File: src/design/frc_pkg.sv
// Shared constants, types, symbol decoder and count clamp for residue composition.
`default_nettype none
package frc_pkg;

   // Counter and field widths
   localparam int COUNT_BITS  = 32;
   localparam int NUM_SYMBOLS = 26;
   localparam int SYM_W       = 5;
   localparam int OUT_CNT_W   = 32;
   localparam int BYTE_W      = 8;
   localparam int RSP_DATA_W  = ((SYM_W + OUT_CNT_W + 7) / 8) * 8;
   localparam int RSP_PAD_W   = RSP_DATA_W - SYM_W - OUT_CNT_W;

   localparam logic [SYM_W-1:0] LAST_SYM = SYM_W'(NUM_SYMBOLS - 1);
   localparam logic [SYM_W-1:0] DASH_SYM = SYM_W'(24);
   localparam logic [SYM_W-1:0] DOT_SYM  = SYM_W'(25);

   // Byte codes
   localparam logic [BYTE_W-1:0] CH_HEADER  = 8'h3E;  // '>'
   localparam logic [BYTE_W-1:0] CH_NEWLINE = 8'h0A;
   localparam logic [BYTE_W-1:0] CH_STOP_LO = 8'h00;
   localparam logic [BYTE_W-1:0] CH_STOP_HI = 8'hFF;  // (char) EOF
   localparam logic [BYTE_W-1:0] CH_DASH    = 8'h2D;
   localparam logic [BYTE_W-1:0] CH_DOT     = 8'h2E;
   localparam logic [BYTE_W-1:0] CH_UPPER_A = 8'h41;
   localparam logic [BYTE_W-1:0] CH_UPPER_Z = 8'h5A;
   localparam logic [BYTE_W-1:0] CH_LOWER_A = 8'h61;
   localparam logic [BYTE_W-1:0] CH_LOWER_Z = 8'h7A;
   localparam logic [BYTE_W-1:0] CASE_DIFF  = 8'h20;
   localparam logic [BYTE_W-1:0] LETTER_J   = 8'd9;
   localparam logic [BYTE_W-1:0] LETTER_O   = 8'd14;

   // Decoded symbol of one byte
   typedef struct packed {
      logic             hit;
      logic [SYM_W-1:0] slot;
   } sym_type;

   // Parser to counter chain control
   typedef struct packed {
      logic             count_en;
      logic [SYM_W-1:0] slot;
      logic             flush;
   } parse_ctl_type;

   // Map a byte to its symbol slot
   function automatic sym_type decode_symbol(input logic [BYTE_W-1:0] b);
      logic [BYTE_W-1:0] folded;
      logic [BYTE_W-1:0] letter;
      sym_type           res;
      res.hit  = 1'b0;
      res.slot = '0;
      folded   = b;
      if (b >= CH_LOWER_A && b <= CH_LOWER_Z) begin
         folded = b - CASE_DIFF;
      end
      letter = folded - CH_UPPER_A;
      if (b == CH_DASH) begin
         res.hit  = 1'b1;
         res.slot = DASH_SYM;
      end else if (b == CH_DOT) begin
         res.hit  = 1'b1;
         res.slot = DOT_SYM;
      end else if (folded >= CH_UPPER_A && folded <= CH_UPPER_Z) begin
         if (letter < LETTER_J) begin
            res.hit  = 1'b1;
            res.slot = SYM_W'(letter);
         end else if (letter == LETTER_J || letter == LETTER_O) begin
            res.hit = 1'b0;
         end else if (letter < LETTER_O) begin
            res.hit  = 1'b1;
            res.slot = SYM_W'(letter - 8'd1);
         end else begin
            res.hit  = 1'b1;
            res.slot = SYM_W'(letter - 8'd2);
         end
      end
      return res;
   endfunction

   // Clamp a counter value to the output count width
   function automatic logic [OUT_CNT_W-1:0] clamp_count(input logic [COUNT_BITS-1:0] c);
      logic [63:0] wide;
      wide = 64'(c);
      return (wide > 64'(32'hFFFF_FFFF)) ? {OUT_CNT_W{1'b1}} : wide[OUT_CNT_W-1:0];
   endfunction

endpackage
`default_nettype wire

File: src/design/fasta_residue_composition_core.sv
// Top level of the FASTA residue composition counter: parser, counter chain, result port.
//
// Input channel (req_): one byte of FASTA text per item in req_tdata; req_tlast marks
// end of stream, which flushes the open record and returns the block to its start state.
// Result channel (rsp_): 26 items per record, symbol index 0..25 in order, each with its
// count; rsp_tlast is high on the last item (period) of a record.
// Throughput: one input byte per cycle while no record is flushing. A byte that closes a
// record (a header line start or end of stream) starts a flush: its first result item is
// offered in the next cycle, and the 26 items leave one per cycle as the counter chain
// shifts toward the output. req_tready stays low until the last item is taken; an
// rsp_tready low holds the current item and the chain.
// Reset clears all counters and line state; no results are pending after reset.
`default_nettype none
module fasta_residue_composition_core (
   input  wire logic                            clock,
   input  wire logic                            reset,
   input  wire logic                            req_tvalid,
   output logic                                 req_tready,
   input  wire logic [7:0]                      req_tdata,   // [7:0] byte_value
   input  wire logic                            req_tlast,   // end_of_stream
   output logic                                 rsp_tvalid,
   input  wire logic                            rsp_tready,
   output logic      [frc_pkg::RSP_DATA_W-1:0]  rsp_tdata,   // [4:0] symbol_index,
                                                             // [36:5] symbol_count, rest 0
   output logic                                 rsp_tlast    // last_of_record
);

   logic                          req_accept;
   logic                          rsp_accept;
   frc_pkg::parse_ctl_type        ctl;
   logic                          flush_ff, flush_in;
   logic [frc_pkg::SYM_W-1:0]     idx_ff,   idx_in;
   logic [frc_pkg::COUNT_BITS-1:0] counts [frc_pkg::NUM_SYMBOLS];
   logic [frc_pkg::COUNT_BITS-1:0] chain_in [frc_pkg::NUM_SYMBOLS];
   logic                          shift;

   assign req_tready = !flush_ff;
   assign req_accept = req_tvalid & req_tready;
   assign rsp_accept = rsp_tvalid & rsp_tready;
   assign shift      = rsp_accept;

   frc_parser u_parser (
      .clock         (clock),
      .reset         (reset),
      .accept        (req_accept),
      .byte_value    (req_tdata),
      .end_of_stream (req_tlast),
      .ctl           (ctl)
   );

   // Build the counter chain; the far end shifts in zero
   for (genvar k = 0; k < frc_pkg::NUM_SYMBOLS; k++) begin : g_cell
      if (k == frc_pkg::NUM_SYMBOLS - 1) begin : g_end
         assign chain_in[k] = '0;
      end else begin : g_mid
         assign chain_in[k] = counts[k+1];
      end
      frc_cell u_cell (
         .clock    (clock),
         .reset    (reset),
         .inc      (ctl.count_en && ctl.slot == frc_pkg::SYM_W'(k)),
         .shift    (shift),
         .shift_in (chain_in[k]),
         .count    (counts[k])
      );
   end

   // Advance the flush index, drop the flush after the last item
   always_comb begin
      flush_in = flush_ff;
      idx_in   = idx_ff;
      if (rsp_accept) begin
         if (idx_ff == frc_pkg::LAST_SYM) begin
            flush_in = 1'b0;
            idx_in   = '0;
         end else begin
            idx_in = idx_ff + 1'b1;
         end
      end else if (ctl.flush) begin
         flush_in = 1'b1;
         idx_in   = '0;
      end
   end

   always_ff @(posedge clock) begin
      if (reset) begin
         flush_ff <= 1'b0;
         idx_ff   <= '0;
      end else begin
         flush_ff <= flush_in;
         idx_ff   <= idx_in;
      end
   end

   // Present the head of the chain
   assign rsp_tvalid = flush_ff;
   assign rsp_tdata  = {{frc_pkg::RSP_PAD_W{1'b0}}, frc_pkg::clamp_count(counts[0]), idx_ff};
   assign rsp_tlast  = (idx_ff == frc_pkg::LAST_SYM);

endmodule
`default_nettype wire

File: src/design/frc_parser.sv
// Line and record tracker: decides what each accepted byte counts and when to flush.
`default_nettype none
module frc_parser (
   input  wire logic                        clock,
   input  wire logic                        reset,
   input  wire logic                        accept,
   input  wire logic [frc_pkg::BYTE_W-1:0]  byte_value,
   input  wire logic                        end_of_stream,
   output frc_pkg::parse_ctl_type           ctl
);

   logic at_line_start_ff, at_line_start_in;
   logic in_header_ff,     in_header_in;
   logic stopped_ff,       stopped_in;
   logic record_open_ff,   record_open_in;
   frc_pkg::sym_type sym;
   logic count_en;
   logic flush;

   assign sym = frc_pkg::decode_symbol(byte_value);

   // Work out next line state, count enable and flush for this byte
   always_comb begin
      at_line_start_in = at_line_start_ff;
      in_header_in     = in_header_ff;
      stopped_in       = stopped_ff;
      record_open_in   = record_open_ff;
      count_en         = 1'b0;
      flush            = 1'b0;
      if (end_of_stream) begin
         flush            = record_open_ff;
         at_line_start_in = 1'b1;
         in_header_in     = 1'b0;
         stopped_in       = 1'b0;
         record_open_in   = 1'b0;
      end else begin
         // open a header at a line start
         if (at_line_start_ff) begin
            at_line_start_in = 1'b0;
            if (!record_open_ff || byte_value == frc_pkg::CH_HEADER) begin
               flush          = record_open_ff;
               record_open_in = 1'b1;
               in_header_in   = 1'b1;
            end
         end
         if (byte_value == frc_pkg::CH_NEWLINE) begin
            at_line_start_in = 1'b1;
            in_header_in     = 1'b0;
            stopped_in       = 1'b0;
         end else if (in_header_in || stopped_ff) begin
            count_en = 1'b0;
         end else if (byte_value == frc_pkg::CH_STOP_LO ||
                      byte_value == frc_pkg::CH_STOP_HI) begin
            stopped_in = 1'b1;
         end else begin
            count_en = sym.hit;
         end
      end
   end

   // Hold line state between accepted bytes
   always_ff @(posedge clock) begin
      if (reset) begin
         at_line_start_ff <= 1'b1;
         in_header_ff     <= 1'b0;
         stopped_ff       <= 1'b0;
         record_open_ff   <= 1'b0;
      end else if (accept) begin
         at_line_start_ff <= at_line_start_in;
         in_header_ff     <= in_header_in;
         stopped_ff       <= stopped_in;
         record_open_ff   <= record_open_in;
      end
   end

   assign ctl.count_en = accept & count_en;
   assign ctl.slot     = sym.slot;
   assign ctl.flush    = accept & flush;

endmodule
`default_nettype wire

File: src/design/frc_cell.sv
// One counter cell of the chain: counts its symbol and shifts its value to the neighbor.
`default_nettype none
module frc_cell (
   input  wire logic                            clock,
   input  wire logic                            reset,
   input  wire logic                            inc,
   input  wire logic                            shift,
   input  wire logic [frc_pkg::COUNT_BITS-1:0]  shift_in,
   output logic      [frc_pkg::COUNT_BITS-1:0]  count
);

   logic [frc_pkg::COUNT_BITS-1:0] count_ff, count_in;

   // Take the neighbor's value on shift, else count up and saturate
   always_comb begin
      count_in = count_ff;
      if (shift) begin
         count_in = shift_in;
      end else if (inc && count_ff != {frc_pkg::COUNT_BITS{1'b1}}) begin
         count_in = count_ff + 1'b1;
      end
   end

   always_ff @(posedge clock) begin
      if (reset) begin
         count_ff <= '0;
      end else begin
         count_ff <= count_in;
      end
   end

   assign count = count_ff;

endmodule
`default_nettype wire

File: config.mk
export PLATFORM = sky130hd
export DESIGN_NAME = fasta_residue_composition_core
export DESIGN_NICKNAME = d
export VERILOG_FILES = /design/src/design/frc_pkg.sv /design/src/design/fasta_residue_composition_core.sv /design/src/design/frc_parser.sv /design/src/design/frc_cell.sv
export SDC_FILE = /design/constraint.sdc
export NUM_CORES = 2
export LEC_CHECK = 0
export ABC_AREA = 1
export BUFFER_PORTS_ARGS = -buffer_cell sky130_fd_sc_hd__buf_4
export CAP_MARGIN = 30
export CELL_PAD_IN_SITES_DETAIL_PLACEMENT = 1
export CELL_PAD_IN_SITES_GLOBAL_PLACEMENT = 2
export CORE_MARGIN = 3
export CORE_UTILIZATION = 38
export DETAILED_ROUTE_END_ITERATION = 7
export PLACE_DENSITY = 0.86
export SYNTH_ARGS = -nofsm -noshare
export SYNTH_HDL_FRONTEND = slang
export SYNTH_SLANG_ARGS = --single-unit
File: constraint.sdc
create_clock -name clock -period 5.4 [get_ports clock]
set_input_delay 0.27 -clock clock [delete_from_list [all_inputs] [get_ports clock]]
set_output_delay 0.27 -clock clock [all_outputs]
set_load 0.1 [all_outputs]
Word level (Yosys, flattened, before mapping)
Index checks and enable logic that the tools add are counted.
Widths: inputs -> output; s select.
- $add $sub $neg: 31
- bitwise gates (word level): 4
- equality and inequality tests: 61
- order comparisons: 6
- reductions and logical operators: 95
- muxes and demuxes: 85
- operators with widths (operator ; count):
    $mux 32 ; 50
    $add 32x1->32 const B ; 26
    $ne 32x32->1 const B ; 26
    $reduce_bool 2->1 ; 28
    $eq 5x5->1 const B ; 11
    $logic_and 1x1->1 ; 54
    $eq 5x4->1 const B ; 8
    $mux 1 ; 25
    $mux 5 ; 5
    $eq 8x4->1 const B ; 3
    $eq 8x6->1 const B ; 3
    $mux 6 ; 4
    $eq 5x3->1 const B ; 4
    $ge 8x7->1 const B ; 2
    $le 8x7->1 const B ; 2
    $lt 8x4->1 const B ; 2
    $eq 5x2->1 const B ; 2
    $eq 8x8->1 const B ; 1
    $logic_not 8->1 ; 1
    $mux 8 ; 1
    $sub 8x6->8 const B ; 1
    $sub 8x7->8 const B ; 1
    $reduce_and 3->1 ; 2
    $add 5x1->5 const B ; 1
    12 further kinds ; 19
- output and inout bits: 43
- logic and storage cells: 314
- flip-flop bits (word level): 842

Depth between registers and ports, before layout
- word-level depth: 20
- gate-level depth with buffers: 24
- depth with buffers taken out: 23

By module
Synthesis repeated with hierarchy kept, for this count alone.
- cells, all modules: 11149
- area, all modules: 66176.0 sq um
- by module, submodules not included (module ; cells each ; instances ; area an instance (sq um) ; sequential area each (sq um)):
    frc_cell ; 419 ; 26 ; 2486.1 ; 640.6
    frc_parser ; 148 ; 1 ; 950.9 ; 80.1
    fasta_residue_composition_core ; 107 ; 1 ; 585.6 ; 120.1

Worst setup path after synthesis
OpenSTA, ideal clock, no wires.
- path type: register to register
- from: register g_cell[0].u_cell.count_ff (netlist bit g_cell[0].u_cell.count[0])
- to: register g_cell[0].u_cell.count_ff (netlist bit g_cell[0].u_cell.count[10])
- period minus slack after synthesis: 3.668 ns
- arrival: 3.553 ns
- setup time: 0.115 ns
- slack: 1.732 ns
- stages on the path, launching flop included: 18
- buffers on the path: 1
- cells stage by stage: dfxtp_1 > ha_1 > nand3_1 > nor3_1 > nand2_1 > nor3_2 > nand4_1 > nor3_2 > nand3b_1 > nor2_1 > nand3_1 > nor3_1 > nand3_1 > nand3_2 > buf_2 > nand3b_1 > nand2_1 > nor2_1
- cells in the longest elaborated chain, start to end: 3
- RTL lines (element ; line ; text):
    start, declared ; frc_cell.sv:12 ; logic [frc_pkg::COUNT_BITS-1:0] count_ff, count_in;
    start signal, assigned ; frc_cell.sv:28 ; count_ff <= count_in;
    $add 32x1->32 or $ne 32x32->1 (tied branches) ; frc_cell.sv:20, frc_cell.sv:19 ;
    $mux 32 or $logic_and 1x1->1 (tied branches) ; frc_cell.sv:19 ; end else if (inc && count_ff != {frc_pkg::COUNT_BITS{1'b1}}) begin
    $mux 32 or $reduce_bool 2->1 (tied branches) ; n/a ;
Several ways; a longest one is shown, not always the timed one. The select of a mux whose other input is x is not followed.
A chain may end at the register's enable or synchronous reset.

Worst setup path in the final report
- from: register g_cell[0].u_cell.count_ff (netlist bit g_cell[0].u_cell.count[0])
- to: register g_cell[0].u_cell.count_ff (netlist bit g_cell[0].u_cell.count[13])
Same word-level chain as after synthesis.

==> summary.md <==
| Metric | Value |
|---|---|
| Synth Flop Type | `dfxtp_1` |
| Clock Skew | `18.3 ps` |
| CTS buffer count | `108` |
| CP Buf/Inv Count | `1` |
| F_max | `0.223 GHz` |
| Drt initial violations | `3427` |
| CTS root buf | `clkbuf_16` |
| Die area | `0.160 sq mm` |
| Worst path depth | `17` |
| Setup repair after global routing missed its margin | `no` |
| Seq cells post-synth | `842` |
| EDFF count, synth | `0` |
| Layout cells sized above 1 | `4.14%` |
| Final WL | `200000 microns` |
| Fin. max-slew vios | `0` |
| Dpl hpwl | `140000 microns` |
| Vias/cell | `5.32` |
| Met3 wire len | `5680 microns` |
| ANT nets after route | `0` |
| FF-to-FF setup slack | `910 ps` |
| H-tree Lvls | `3` |
| Crit end category | `flip-flop` |
| CP max-delay cell | `buf_4` |
| Clk buf depth | `3` |
| DRT Pass-1 Iters | `5` |
| Worst EP arrival | `5080 ps` |
| Setup TNS | `0 ps` |
| Startpoint Class | `flip-flop` |
| Crit-path max cell delay | `560 ps` |
| Leakage power | `24.5 nW` |
| CTS sink count | `842` |
| Worst Path Class, Setup | `reg -> reg` |
| NumNets Final | `9426` |
| Clk_lat worst skew | `710 ps` |
| Max Cap Violations | `0` |
| Synth async-reset ratio | `0%` |
| Most frequent cells in the layout | `2319 x nand2_1, 1125 x nor2_1, 1040 x nand3_1` |
| Initial antenna violation count | `0` |
| Hold Fails Final Rpt | `0` |
| Chip height | `400 microns` |
| Crit-path cells | `ha_1, nand3_1, nor3_1, nand2_1, nor3_2, nand4_1, nor3_2, nand3b_1, nor2_1, nand3_1, nor3_1, nand3_1, nand3_2, buf_4, nand3_1, nand2_1, nor2_1` |
| HP Class | `in -> reg` |
| Post-synthesis sequential area ratio | `28.6%` |
| YS warnings | `0` |
| Worst vdd ir | `235 uV` |
| Initial core utilization | `38.5%` |
| Fill count | `20500` |
| Worst R2R End | `g_cell[0].u_cell.count[13]` |
| Final setup viols | `0` |
| Row cnt | `143` |
| Layout Area Growth over Synthesis | `8.27%` |
| Mapped Area | `0.0589 sq mm` |
| RR Startpoint | `g_cell[0].u_cell.count[0]` |
| Fin crit period | `4490 ps` |
| Synthesized area per cell | `6.07 sq um` |
| GRT overflow | `0` |
| Residual DRC | `0` |
| Reg clk slew, reported paths | `60 ps` |
| Rel. slew slack | `24.8%` |
| IO Port Bufs | `52` |
| Vias | `61000` |
| Number of global-route vias before repair | `61700` |
| Wire length on met1 | `96600 microns` |
| Highest Signal Layer | `met4` |
| Most common cell on crit path | `nand3_1` |
| Routed length per instance | `17.4 microns` |
| Post-DP Area | `0.0602 sq mm` |
| CP max FO | `63` |
| R2R depth | `17` |
| I/O Pins | `56` |
| Layout Cell Area excl Fill | `0.0638 sq mm` |
| Met2 WL post-DR | `94100 microns` |
| First-pass GRT wire length | `327000 microns` |
| Core Footprint | `0.153 sq mm` |
| Top Family by Delay on Critical Path | `simple AND/OR/NAND/NOR gates` |
| GP Congestion | `0.847` |
| Post-CTS Setup Repair Bufs | `0` |
| Commonest non-fill, non-tap cell in the layout | `nand2_1` |
| Status | `complete, no violations` |
| Largest net degree at the start of global routing | `247` |
| Worst Setup SP | `g_cell[0].u_cell.count[0]` |
| GRT Resource Usage Total | `24.4%` |
| Post-synth cell types | `50` |
| Worst Tran Pin Value | `1130 ps` |
| P per Cell Area | `231 mW/mm^2` |
| Width of the die | `400 microns` |
| Final period util | `83.1%` |
| Worst Setup EP | `g_cell[0].u_cell.count[13]` |
| Mapped Cells | `9704` |
| Required @ worst endpoint | `5990 ps` |
| CTS tree | `done` |
## synthesized netlist by cell type, types with 4 or more instances
library cell | instances | area share (%)
dfxtp_1 | 842 | 29
buf_4 | 28 | 0.36
nand2_1 | 2320 | 15
a31oi_1 | 25 | 0.27
o21ai_0 | 788 | 6.7
xnor2_1 | 75 | 1.1
buf_6 | 4 | 0.076
ha_1 | 39 | 0.83
nor2_1 | 1125 | 7.2
buf_2 | 125 | 1.1
nor3b_1 | 6 | 0.076
nand4_1 | 187 | 2.0
nand3_1 | 1040 | 8.8
or4_1 | 4 | 0.051
nor3_1 | 277 | 2.4
or2_2 | 5 | 0.053
inv_1 | 894 | 5.7
nand3_2 | 20 | 0.34
a21oi_1 | 665 | 5.6
o31ai_1 | 17 | 0.22
nor4_2 | 5 | 0.11
inv_2 | 14 | 0.089
nor2_2 | 12 | 0.13
buf_1 | 77 | 0.49
nand3b_1 | 66 | 0.84
nor3_2 | 8 | 0.14
nand2_4 | 4 | 0.076
nor4_1 | 112 | 1.2
o22ai_1 | 11 | 0.12
nand2_2 | 17 | 0.18
clkbuf_1 | 333 | 2.1
xor2_1 | 527 | 7.8
## report_power, final
part,switching (mW),internal [mW],total (mW)
clock network,3.02,4.37,7.39
registers,0.101,6.31,6.41
logic,0.675,0.249,0.923
total,3.80,10.9,14.7
## state kept, by name (all words and copies together) (netlist names)
signal / cells
u_parser.at_line_start_ff: 1
idx_ff: 5
rsp_tvalid: 1
u_parser.in_header_ff: 1
g_cell.u_cell.count: 832
u_parser.stopped_ff: 1
u_parser.record_open_ff: 1
## metal layers
layer / vias up / global-route usage (%)
li1: 30900 / -
met1: 29300 / 33.2
met2: 662 / 41.6
met3: 194 / 2.30
met4: 0 / 5.38
met5: - / 0
## final cells by class
class	count	area [sq um]	area share [%]
Sequential cell	842	16900	26.4
Multi-Input combinational cell	7385	36200	56.8
Clock inverter	29	277	0.433
Clock buffer	160	3260	5.11
Timing Repair Buffer	125	1180	1.84
Antenna cell	1	2.50	0.00392
Tap cell	2030	2540	3.98
Inverter	912	3440	5.39
## through the flow
stage / worst slack, ps / cells / power (mW) / hold slack (ps) / utilization (%)
floorplan: 1730 / 9706 / 7.20 / 381 / -
finish: 911 / 11500 / 14.7 / 98.9 / 41.7
global route: 422 / 11500 / 15.3 / 109 / 41.7
global placement: 922 / 11300 / 7.44 / 442 / 39.3
CTS: 774 / 11500 / 14.9 / 37.9 / 41.7
detailed placement: 800 / 11300 / 7.46 / 458 / 39.3
## repair_timing
item                      CTS  global route
hold buffers                4             0
hold endpoints to repair   19             0
resized for setup           0             0
## logic make-up (layout without fill, tap and decap cells)
kind of cell             Yosys count  after routing  share of synthesized area (%)
AND/OR/NAND/NOR                 5218           5218                           38.5
AO/OA/AOI/OAI                   1523           1523                           13.2
buffers and inverters           1479           1226                           9.92
flip-flops                       842            842                           28.6
adder cells (fa/ha/maj)           39             39                          0.828
other                              1              4                        0.00636
XOR/XNOR                         602            602                           8.95
## worst min path at each step
stage          slack [ps]                          end  depth (start not counted)                   startpoint
6_report              100          u_parser.stopped_ff                          5                 req_tdata[7]
5_1_grt               110          u_parser.stopped_ff                          5                 req_tdata[7]
4_1_cts                40          u_parser.stopped_ff                          5                 req_tdata[7]
3_5_place_dp          460  g_cell[25].u_cell.count[22]                          2  g_cell[25].u_cell.count[22]
3_3_place_gp          440        u_parser.in_header_ff                          2        u_parser.in_header_ff
2_1_floorplan         380      u_parser.record_open_ff                          1                    req_tlast
## worst min-delay path, stage by stage
cell	delay [ps]
buf_4	120
a41oi_1	140
inv_1	80
a31oi_1	80
nor2_1	70
No activity file was read; power rests on OpenSTA's default activity.
